--- config.mk ---
export PLATFORM = sky130hd
export DESIGN_NAME = hoist_motion_profile
export DESIGN_NICKNAME = d
export VERILOG_FILES = /design/src/hmp_pkg.sv /design/src/hoist_motion_profile.sv
export SDC_FILE = /design/constraint.sdc
export NUM_CORES = 1
export LEC_CHECK = 0
export BUFFER_PORTS_ARGS = -buffer_cell sky130_fd_sc_hd__buf_2
export CAP_MARGIN = 20
export CORE_ASPECT_RATIO = 0.7
export CORE_MARGIN = 2
export CORE_UTILIZATION = 52
export DETAILED_ROUTE_END_ITERATION = 8
export HOLD_SLACK_MARGIN = 0.08
export PLACE_DENSITY_LB_ADDON = 0.1
export SYNTH_ARGS = -nofsm -noshare
export SYNTH_HDL_FRONTEND = slang
export SYNTH_SLANG_ARGS = --single-unit
--- constraint.sdc ---
create_clock -name clk -period 5.3 [get_ports clk]
set_clock_uncertainty 0.15 [all_clocks]
set_input_delay 0.265 -clock clk [delete_from_list [all_inputs] [get_ports clk]]
set_output_delay 0.265 -clock clk [all_outputs]
set_load 0.005 [all_outputs]
--- src/hmp_pkg.sv ---
`timescale 1ns / 1ps
// ----------------------------------------------------------------------------
// hmp_pkg
// Shared types and constants for the hoist motion profiler: operation codes,
// register map, duty levels and the request/result field layouts.
// ----------------------------------------------------------------------------
package hmp_pkg;

  // Geometry and duty constants
  localparam int unsigned POS_W       = 12;
  localparam int unsigned TOL_W       = 8;
  localparam int unsigned CREEP_W     = 8;
  localparam int unsigned SLOW_W      = 10;
  localparam int unsigned RAMP_W      = 6;
  localparam int unsigned RAMP_DEPTH  = 2 ** RAMP_W;
  localparam int unsigned DUTY_W      = 7;
  localparam int unsigned ACCEL_STEPS = 50;
  localparam int unsigned DUTY_MAX    = 100;
  localparam logic [DUTY_W-1:0] DUTY_SLOW  = 7'd30;
  localparam logic [DUTY_W-1:0] DUTY_CREEP = 7'd15;
  localparam logic [DUTY_W-1:0] DUTY_MAX_V = 7'd100;
  localparam logic [1:0] MISS_LIMIT = 2'd3;

  // Configuration port
  localparam int unsigned CFG_AW = 5;
  localparam int unsigned CFG_DW = 32;

  typedef enum logic [2:0] {
    REG_FLOOR0    = 3'd0,
    REG_FLOOR1    = 3'd1,
    REG_FLOOR2    = 3'd2,
    REG_FLOOR3    = 3'd3,
    REG_TOLERANCE = 3'd4,
    REG_CREEP     = 3'd5,
    REG_SLOW      = 3'd6,
    REG_UNUSED    = 3'd7
  } reg_idx_t;

  localparam logic [POS_W-1:0]  FLOOR0_RST = 12'd0;
  localparam logic [POS_W-1:0]  FLOOR1_RST = 12'd300;
  localparam logic [POS_W-1:0]  FLOOR2_RST = 12'd600;
  localparam logic [POS_W-1:0]  FLOOR3_RST = 12'd900;
  localparam logic [TOL_W-1:0]  TOL_RST    = 8'd3;
  localparam logic [CREEP_W-1:0] CREEP_RST = 8'd15;
  localparam logic [SLOW_W-1:0] SLOW_RST   = 10'd60;

  typedef enum logic [1:0] {
    OP_GOTO    = 2'd0,
    OP_STOP    = 2'd1,
    OP_TICK    = 2'd2,
    OP_RELEVEL = 2'd3
  } op_t;

  typedef enum logic [1:0] {
    DIR_NONE = 2'd0,
    DIR_UP   = 2'd1,
    DIR_DOWN = 2'd2
  } dir_t;

  typedef enum logic [2:0] {
    ST_UNCHANGED = 3'd0,
    ST_MOVING    = 3'd1,
    ST_SLOWING   = 3'd2,
    ST_LEVELLING = 3'd3,
    ST_FAULT     = 3'd4
  } state_upd_t;

  // Request payload, last field in the lowest bits
  typedef struct packed {
    logic [DUTY_W-1:0] door_pct;
    logic              halt_request;
    logic [POS_W-1:0]  position_cm;
    logic [2:0]        target_floor;
  } req_t;

  // Result payload, last field in the lowest bits
  typedef struct packed {
    logic              motion_active;
    logic              at_target;
    logic              level_fail;
    state_upd_t        state_update;
    logic              levelled;
    logic [DUTY_W-1:0] door_pct_out;
    logic [DUTY_W-1:0] duty_pct;
    dir_t              direction;
    logic              brake;
    logic              drive_valid;
    logic              goto_error;
  } res_t;

  localparam int unsigned IN_DW  = 24;
  localparam int unsigned OUT_DW = 32;

endpackage

--- src/hoist_motion_profile.sv ---
`timescale 1ns / 1ps
// ----------------------------------------------------------------------------
// hoist_motion_profile
// Hoist motion profiler: one request, one result, registered in and out.
// Each request passes through the input register, then the result register.
// Throughput: one request per cycle; the input stage and the result register
// advance together whenever the result register is empty or being taken.
// Reset (rst_n low, synchronous): floor, zone and tolerance registers load
// their defaults, motion state clears, both stages are emptied.
// ----------------------------------------------------------------------------
module hoist_motion_profile #(
  parameter int unsigned ACCEL_STEPS = hmp_pkg::ACCEL_STEPS
) (
  input  logic                        clk,
  input  logic                        rst_n,
  // request channel
  input  logic                        in_tvalid,
  output logic                        in_tready,
  // tdata: target_floor[2:0], position_cm[14:3], halt_request[15],
  //        door_pct[22:16], zero[23]
  input  logic [hmp_pkg::IN_DW-1:0]   in_tdata,
  // tuser: op[1:0]
  input  logic [1:0]                  in_tuser,
  // result channel
  output logic                        out_tvalid,
  input  logic                        out_tready,
  // tdata: goto_error[0], drive_valid[1], brake[2], direction[4:3],
  //        duty_pct[11:5], door_pct_out[18:12], levelled[19],
  //        state_update[22:20], level_fail[23], at_target[24],
  //        motion_active[25], zero[31:26]
  output logic [hmp_pkg::OUT_DW-1:0]  out_tdata,
  // configuration port
  input  logic                        cfg_psel,
  input  logic                        cfg_penable,
  input  logic                        cfg_pwrite,
  input  logic [hmp_pkg::CFG_AW-1:0]  cfg_paddr,
  input  logic [hmp_pkg::CFG_DW-1:0]  cfg_pwdata,
  output logic [hmp_pkg::CFG_DW-1:0]  cfg_prdata,
  output logic                        cfg_pready
);
  import hmp_pkg::*;

  // Configuration registers
  logic [POS_W-1:0]   floor0_r, floor1_r, floor2_r, floor3_r;
  logic [TOL_W-1:0]   tol_r;
  logic [CREEP_W-1:0] creep_r;
  logic [SLOW_W-1:0]  slow_r;
  logic               cfg_wr;
  reg_idx_t           cfg_idx;

  // Motion state
  logic [POS_W-1:0]  target_r, target_nxt;
  logic [RAMP_W-1:0] ramp_r, ramp_nxt;
  logic [1:0]        misses_r, misses_nxt;
  logic              moving_r, moving_nxt;

  // Input stage
  logic       s1_valid_r;
  req_t       s1_req_r;
  op_t        s1_op_r;
  logic       s1_adv;

  // Result stage
  logic       out_valid_r;
  res_t       res_r, res_nxt;

  // Ramp duty table: step * DUTY_MAX / ACCEL_STEPS, fixed at elaboration
  logic [DUTY_W-1:0] ramp_duty [RAMP_DEPTH];
  for (genvar g = 0; g < RAMP_DEPTH; g++) begin : g_duty
    assign ramp_duty[g] = DUTY_W'((g * DUTY_MAX) / ACCEL_STEPS);
  end

  // Configuration access
  assign cfg_pready = 1'b1;
  assign cfg_idx    = reg_idx_t'(cfg_paddr[CFG_AW-1:2]);
  assign cfg_wr     = cfg_psel & cfg_penable & cfg_pwrite & cfg_pready;

  always_ff @(posedge clk) begin
    if (!rst_n) begin
      floor0_r <= FLOOR0_RST;
      floor1_r <= FLOOR1_RST;
      floor2_r <= FLOOR2_RST;
      floor3_r <= FLOOR3_RST;
      tol_r    <= TOL_RST;
      creep_r  <= CREEP_RST;
      slow_r   <= SLOW_RST;
    end else if (cfg_wr) begin
      unique case (cfg_idx)
        REG_FLOOR0:    floor0_r <= cfg_pwdata[POS_W-1:0];
        REG_FLOOR1:    floor1_r <= cfg_pwdata[POS_W-1:0];
        REG_FLOOR2:    floor2_r <= cfg_pwdata[POS_W-1:0];
        REG_FLOOR3:    floor3_r <= cfg_pwdata[POS_W-1:0];
        REG_TOLERANCE: tol_r    <= cfg_pwdata[TOL_W-1:0];
        REG_CREEP:     creep_r  <= cfg_pwdata[CREEP_W-1:0];
        REG_SLOW:      slow_r   <= cfg_pwdata[SLOW_W-1:0];
        default: ;
      endcase
    end
  end

  // Read back
  always_comb begin
    unique case (cfg_idx)
      REG_FLOOR0:    cfg_prdata = CFG_DW'(floor0_r);
      REG_FLOOR1:    cfg_prdata = CFG_DW'(floor1_r);
      REG_FLOOR2:    cfg_prdata = CFG_DW'(floor2_r);
      REG_FLOOR3:    cfg_prdata = CFG_DW'(floor3_r);
      REG_TOLERANCE: cfg_prdata = CFG_DW'(tol_r);
      REG_CREEP:     cfg_prdata = CFG_DW'(creep_r);
      REG_SLOW:      cfg_prdata = CFG_DW'(slow_r);
      default:       cfg_prdata = '0;
    endcase
  end

  // Stage handshake: advance when the result register can take a request
  assign s1_adv    = s1_valid_r & (~out_valid_r | out_tready);
  assign in_tready = ~s1_valid_r | s1_adv;

  always_ff @(posedge clk) begin
    if (!rst_n) begin
      s1_valid_r <= 1'b0;
    end else if (in_tready) begin
      s1_valid_r <= in_tvalid;
    end
  end

  always_ff @(posedge clk) begin
    if (in_tready && in_tvalid) begin
      s1_req_r <= req_t'(in_tdata[$bits(req_t)-1:0]);
      s1_op_r  <= op_t'(in_tuser);
    end
  end

  // Profile logic
  logic [POS_W-1:0]   floor_sel;
  logic [POS_W-1:0]   gap_cm, gap_new;
  logic               within_tol;
  logic [RAMP_W-1:0]  ramp_inc;
  logic [1:0]         misses_inc;

  always_comb begin
    unique case (s1_req_r.target_floor[1:0])
      2'd0:    floor_sel = floor0_r;
      2'd1:    floor_sel = floor1_r;
      2'd2:    floor_sel = floor2_r;
      default: floor_sel = floor3_r;
    endcase
  end

  assign gap_cm = (s1_req_r.position_cm >= target_r) ?
                  (s1_req_r.position_cm - target_r) : (target_r - s1_req_r.position_cm);
  assign gap_new = (s1_req_r.position_cm >= target_nxt) ?
                   (s1_req_r.position_cm - target_nxt) :
                   (target_nxt - s1_req_r.position_cm);
  assign within_tol = (gap_cm <= POS_W'(tol_r));
  assign ramp_inc   = ramp_r + 1'b1;
  assign misses_inc = (misses_r < MISS_LIMIT) ? (misses_r + 1'b1) : misses_r;

  always_comb begin
    target_nxt = target_r;
    ramp_nxt   = ramp_r;
    misses_nxt = misses_r;
    moving_nxt = moving_r;
    res_nxt    = '0;

    unique case (s1_op_r)
      OP_GOTO: begin
        if (s1_req_r.target_floor[2]) begin
          res_nxt.goto_error = 1'b1;
        end else begin
          target_nxt = floor_sel;
          ramp_nxt   = '0;
          misses_nxt = '0;
          moving_nxt = 1'b1;
        end
      end
      OP_STOP: begin
        moving_nxt    = 1'b0;
        ramp_nxt      = '0;
        res_nxt.brake = 1'b1;
      end
      OP_TICK: begin
        if (moving_r) begin
          priority if (s1_req_r.halt_request) begin
            moving_nxt    = 1'b0;
            ramp_nxt      = '0;
            res_nxt.brake = 1'b1;
          end else if (within_tol) begin
            res_nxt.brake    = 1'b1;
            res_nxt.levelled = 1'b1;
            moving_nxt       = 1'b0;
          end else begin
            res_nxt.drive_valid  = 1'b1;
            res_nxt.direction    = (s1_req_r.position_cm < target_r) ? DIR_UP : DIR_DOWN;
            res_nxt.door_pct_out = s1_req_r.door_pct;
            priority if (gap_cm <= POS_W'(creep_r)) begin
              res_nxt.duty_pct     = DUTY_CREEP;
              res_nxt.state_update = ST_LEVELLING;
            end else if (gap_cm <= POS_W'(slow_r)) begin
              res_nxt.duty_pct     = DUTY_SLOW;
              res_nxt.state_update = ST_SLOWING;
            end else begin
              res_nxt.state_update = ST_MOVING;
              if (ramp_r < RAMP_W'(ACCEL_STEPS)) begin
                ramp_nxt         = ramp_inc;
                res_nxt.duty_pct = ramp_duty[ramp_inc];
              end else begin
                res_nxt.duty_pct = DUTY_MAX_V;
              end
            end
          end
        end
      end
      OP_RELEVEL: begin
        if (!within_tol) begin
          misses_nxt = misses_inc;
          if (misses_inc == MISS_LIMIT) begin
            moving_nxt           = 1'b0;
            ramp_nxt             = '0;
            res_nxt.brake        = 1'b1;
            res_nxt.level_fail   = 1'b1;
            res_nxt.state_update = ST_FAULT;
          end else begin
            moving_nxt = 1'b1;
          end
        end
      end
      default: ;
    endcase

    res_nxt.at_target     = (gap_new <= POS_W'(tol_r));
    res_nxt.motion_active = moving_nxt;
  end

  // Commit state with the result
  always_ff @(posedge clk) begin
    if (!rst_n) begin
      target_r <= '0;
      ramp_r   <= '0;
      misses_r <= '0;
      moving_r <= 1'b0;
    end else if (s1_adv) begin
      target_r <= target_nxt;
      ramp_r   <= ramp_nxt;
      misses_r <= misses_nxt;
      moving_r <= moving_nxt;
    end
  end

  // Result register
  always_ff @(posedge clk) begin
    if (!rst_n) begin
      out_valid_r <= 1'b0;
    end else if (s1_adv) begin
      out_valid_r <= 1'b1;
    end else if (out_tready) begin
      out_valid_r <= 1'b0;
    end
  end

  always_ff @(posedge clk) begin
    if (s1_adv) begin
      res_r <= res_nxt;
    end
  end

  assign out_tvalid = out_valid_r;
  assign out_tdata  = OUT_DW'(res_r);

endmodule

---- Word level (Yosys, flattened, before mapping) ----
Memories as Yosys holds them, arrays and structs flattened.
Cells that the tools add are included.
operators by class
  add/subtract/negate cells ............... 6
  magnitude comparators ................... 10
  equal/unequal tests ..................... 20
  muxes and demuxes ....................... 50
  bitwise logic cells ..................... 11
  reductions and logical operators ........ 21
operator list
  kind                  number
  $pmux W12 S7          1
  $mux W6               9
  $mux W12              4
  $sub A12 B12 Y12      4
  $le A12 B8 Y1         3
  $pmux W12 S3          1
  $mux W7               5
  $ge A12 B12 Y1        2
  $pmux W6 S4           1
  $mux W22              1
  $mux W19              1
  $mux W16              1
  $reduce_and A2 Y1     8
  $mux W2               7
  $mux W1               13
  $le A12 B10 Y1        1
  $lt A12 B12 Y1        1
  $ne A3 B3 Y1 const B  4
  $eq A3 B3 Y1 const B  3
  $reduce_and A9 Y1     1
  $eq A2 B2 Y1 const B  4
  $ne A2 B2 Y1 const B  4
  $ge A7 B7 Y1 const B  1
  $not A6 Y7            1
  26 further kinds      37
storage, ports and cells
  flip-flop bits (word level) ............. 148
  ROM bits ................................ 448
  input port bits ......................... 70
  output and inout bits ................... 67
  logic and storage cells ................. 150
  memories ................................ 1
memory list
  name              depth  width  read ports  clocked after Yosys merged registers in  write ports  line                         text
  (name not given)  64     7      1           0                                        0            hoist_motion_profile.sv:206  res_nxt.duty_pct = ramp_duty[ramp_inc];

---- Depth between registers and ports, before layout ----
  depth in word-level cells ............... 12
  depth in mapped cells ................... 23
  gate-level depth less buffers ........... 22

---- Worst setup path before layout ----
No wires, ideal clock.
  path kind ............................... register -> register
  from .................................... register s1_op_r[1]
  to ...................................... register res_r, in the netlist out_tdata[24] (data pin)
  library setup time ...................... 176 ps
  data arrival time ....................... 5090 ps
  data required time ...................... 4974 ps
  setup slack ............................. -116 ps
  stages on the path, launching flop included .. 23
  buffers on the path ..................... 3
  clock period less this slack ............ 5416 ps
  cell sequence ........................... edfxtp_1 > nor3_1 > clkbuf_1 > mux2i_1 > inv_1 > ha_1 > clkbuf_1 > and3_1 > a221oi_1 > a21oi_1 > nor3_2 > clkbuf_1 > mux2i_1 > xor2_1 > ha_1 > o21a_1 > o21ai_0 > nand2b_1 > a21oi_1 > o21ai_0 > o21ai_0 > o21ai_0 > nor4_1
RTL lines
  element                 line                         text
  start, declared         hoist_motion_profile.sv:60   op_t s1_op_r;
  start signal, assigned  hoist_motion_profile.sv:130  s1_op_r <= op_t'(in_tuser);
  end signal, assigned    hoist_motion_profile.sv:263  res_r <= res_nxt;
  end, declared           hoist_motion_profile.sv:65   res_t res_r, res_nxt;

---- Final worst setup path ----
  from .................................... register s1_req_r[12] (netlist bit)
  to ...................................... register ramp_r[5]
between the ends
  cells in the longest elaborated chain, start to end .. 5
  elaborated cells on any way between the ends .. 12
  those cells by class .................... add/sub: 2; order compare: 4; eq/ne: 4; mux: 1; reduce/logical: 1
RTL lines
  element                                                        line                                                      text
  start, declared                                                hoist_motion_profile.sv:59                                req_t s1_req_r;
  start signal, assigned                                         hoist_motion_profile.sv:129                               s1_req_r <= req_t'(in_tdata[$bits(req_t)-1:0]);
  $sub A12 B12 Y12 / $ge A12 B12 Y1 (equally long branches)      hoist_motion_profile.sv:151, hoist_motion_profile.sv:150
  $mux W12 *                                                     hoist_motion_profile.sv:150                               assign gap_cm = (s1_req_r.position_cm >= target_r) ?
  $le A12 B10 Y1, or another cell as far along                   hoist_motion_profile.sv:199                               end else if (gap_cm <= POS_W'(slow_r)) begin
  $ne A3 B3 Y1 (no line) / $ne A2 B2 Y1 (equally long branches)  --
  $reduce_and A9 Y1 (no line) *                                  --
  end signal, assigned                                           hoist_motion_profile.sv:244                               ramp_r <= ramp_nxt;
  end, declared                                                  hoist_motion_profile.sv:53                                logic [RAMP_W-1:0] ramp_r, ramp_nxt;
Every way passes the cells marked *; elsewhere a longest branch is shown, timed or not.
A chain may end at the register's enable or synchronous reset.

==> results.py <==
metrics = {
    "status": {
        "status": "complete, no violations",
    },
    "routing": {
        "drt_iter0_drc": 826,
        "antenna_left": 0,
        "routedWlPerCell_um": 18.8,
        "vias_per_cell": 5.67,
        "drt-total-wl_um": 27900,
        "drc": 0,
        "drt_first_pass_iters": 5,
        "num_vias": 8448,
    },
    "synthesis": {
        "synth_area_leaders": "dfxtp_1 (20%), edfxtp_1 (16%), ha_1 (10%)",
        "synthArstFlopShare_pct": 0,
        "yosysTopAreaCell": "dfxtp_1",
        "synth-edff-count": 51,
        "synth_ff_type": "dfxtp_1",
        "yosysWarnings": 0,
        "ys_ff_latch": 148,
        "synth_top_area_share_pct": 19.8,
        "seq_area_frac_synth_pct": 35.5,
        "ys_types": 76,
        "syn_inst": 1093,
        "postSynthAreaPerCell_um2": 8.96,
        "synth_area_um2": 9790,
    },
    "cts": {
        "clk_pin_slew_ns": 0.06,
        "cts_buffers": 17,
        "clk_latency_ns": 0.42,
        "htree_levels": 4,
        "clockBufferDepth": 2,
        "clock_sinks": 148,
        "cts_tree": "built",
        "root_buffer": "clkbuf_16",
    },
    "grt": {
        "grt_pass1_vias": 7898,
        "grt_first_pass_wirelength_um": 43600,
        "track_usage_pct": 28.2,
        "grt_max_degree": 55,
        "antenna_found_initial": 0,
        "overflow": 0,
    },
    "floorplanning": {
        "row_count": 41,
        "start_util_pct": 53.8,
        "io_pins": 137,
        "die_y_um": 119,
        "die_w_um": 168,
        "die_area_um2": 20000,
        "coreArea_um2": 18200,
    },
    "timing": {
        "setup_violations": 0,
        "final.setup.worst_slack_ns": 0.184,
        "max_slew_margin_pct": 28.7,
        "rsz0062_at_grt": "no",
        "report.final.hold_viol_count": 0,
        "tightest_slew_ns": 1.07,
        "min_period_ns": 5.12,
        "fmax_ghz": 0.195,
        "period_share_pct": 96.5,
        "drv_slew": 0,
        "fin_tns_setup_ns": 0,
    },
    "placed_design": {
        "dp.final_hpwl_um": 20700,
        "gp_congestion": 0.980,
        "numPortBuffers": 86,
        "dp_slack_ns": 0.272,
    },
    "power_and_ir_drop": {
        "vdd_drop_max_mv": 0.180,
        "power.density_nw_per_um2": 286,
        "power.leakage_nw": 4.88,
    },
    "setup_path": {
        "critPathCaptureType": "flop",
        "cp.required_ns": 5.50,
        "worstSetupPathType": "flop to flop",
        "cp_max_fo": 7,
        "timing.reg2reg.setup_slack_ns": 0.18,
        "worstSetupStartpointType": "flop",
        "worstPathArrival_ns": 5.31,
    },
    "cells_and_area": {
        "multi_input_area_um2": 5750,
        "fillers": 1549,
        "num-nets-final": 1395,
        "area.growth.synth_to_final_pct": 19.6,
        "diodes": 0,
        "drive_gt1_share_pct": 18.8,
        "seqCellArea_um2": 3470,
    },
    "run": {
        "drv_cap": 0,
    },
    "hold_path": {
        "holdCritPathClass": "primary input to flop",
    },
}
## area by class of cell
type | count | area share (%)
Clock buffer | 22 | 4.23
Clock inverter | 10 | 0.898
Inverter | 77 | 2.47
Multi-Input combinational cell | 811 | 49.2
Sequential cell | 148 | 29.7
Tap cell | 236 | 2.52
Timing Repair Buffer | 185 | 11.1
## logic make-up (layout without fill, tap and decap cells)
family / count (synthesis) / in the layout / share of synthesized area [%]
xor gates and xnor gates: 15 / 15 / 1.34
and+or+nand+nor: 345 / 345 / 16.6
adders and majority gates: 85 / 85 / 11.2
AOI/OAI and AO/OA: 270 / 270 / 17.9
muxes: 69 / 69 / 10.1
other: 2 / 27 / 0.0767
DFF: 148 / 148 / 35.5
buffers and inverters: 159 / 294 / 7.34
## cell usage after synthesis, types with 3 or more instances
cell type    n
a221o_1      3
buf_1        3
clkbuf_1    41
xor2_1       9
and2_1      19
o211ai_1    14
and3_1      11
o21bai_1     3
or3_1        5
nor3b_1      3
inv_1       75
ha_1        81
o21a_1      15
nor3_1      12
edfxtp_1    51
nand3_1     30
o221ai_1     3
buf_2       10
a211oi_1    25
fa_1         4
o31ai_1      8
a21oi_1    101
xnor2_1      6
nor2_1      52
a21o_1      16
nor2b_1     22
o21ai_0     36
mux2_2       9
a221oi_1     3
a31oi_1      7
nand2b_1    13
nand4_1      6
o22ai_1      4
mux2i_1     37
buf_4       27
mux4_2      23
nand2_1    157
dfxtp_1     97
## state kept, by name, indices dropped and copies added, names as in the netlist
name / cells
creep_r: 8
floor0_r: 12
floor1_r: 12
floor2_r: 12
floor3_r: 12
misses_r: 2
moving_r: 1
out_tdata: 26
out_tvalid: 1
ramp_r: 6
s1_op_r: 2
s1_req_r: 23
s1_valid_r: 1
slow_r: 10
target_r: 12
tol_r: 8
## critical path, stage by stage (launching register included)
cell and delay, ns:
edfxtp_1 0.45, ha_1 0.47, a21oi_1 0.18, o21ai_1 0.48, a211oi_4 0.10, o31ai_1 0.39
o221ai_1 0.22, xor2_1 0.20, buf_4 0.15, buf_4 0.13, ha_1 0.28, and4_2 0.27
o21ai_0 0.09, a21boi_0 0.17, o31ai_1 0.09, buf_4 0.16, o41a_1 0.41, buf_4 0.18
or3_1 0.33, a21oi_1 0.14
## metal layers
metal  wire [um]  GRT usage [%]
met5           0              0
met1       13700           43.0
met3        2500           7.60
met2       11500           40.2
met4         270           4.78
## where the power goes
part           switching [mW]  total (mW)  internal, mW
Clock                   0.518        1.24         0.725
Sequential             0.0257        1.23          1.21
Combinational           0.487       0.869         0.382
## timing repair
action	CTS	global route
hold endpoints to repair	95	0
resized for setup	0	17
hold buffers	40	0
endpoints found under the setup margin	0	15
setup buffers	0	5
## path summary, 6_finish.rpt
path / from / end / cells past startpoint
max: s1_req_r[12]$_DFFE_PP_ / ramp_r[5]$_SDFFE_PN0P_ / 19
min: rst_n / tol_r[0]$_SDFFE_PN1P_ / 2
max reg2reg: s1_req_r[12]$_DFFE_PP_ / ramp_r[5]$_SDFFE_PN0P_ / 19
min reg2reg: floor1_r[4]$_SDFFE_PN0P_ / floor1_r[4]$_SDFFE_PN0P_ / 2
## cells in the final DEF, fill, tap and decap left out, types with 10 or more instances in the layout
cell type	netlist	final
a211oi_1	25	24
a21o_1	16	16
a21oi_1	101	98
and2_1	19	19
and3_1	11	11
buf_2	10	86
buf_4	27	56
clkbuf_16	0	18
conb_1	2	27
dfxtp_1	97	97
dlygate4sd3_1	0	40
edfxtp_1	51	51
ha_1	81	80
inv_1	75	73
mux2i_1	37	34
mux4_2	23	23
nand2_1	157	157
nand2b_1	13	13
nand3_1	30	30
nor2_1	52	52
nor2b_1	22	22
nor3_1	12	10
o211ai_1	14	14
o21a_1	15	15
o21ai_0	36	36
## per-stage QoR
step	cells	instance area [um^2]	power [mW]	hold WS (ns)	util, %
6_report	1489	11700	3.35	0.215	64.3
4_1_cts	1483	11600	3.32	0.180	63.6
3_3_place_gp	1411	10600	2.05	0.292	58.1
2_1_floorplan	1118	9890	1.80	0.214	-
5_1_grt	1489	11700	3.49	0.220	64.3
3_5_place_dp	1411	10600	2.06	0.293	58.1
No activity file was read; power rests on OpenSTA's default activity.
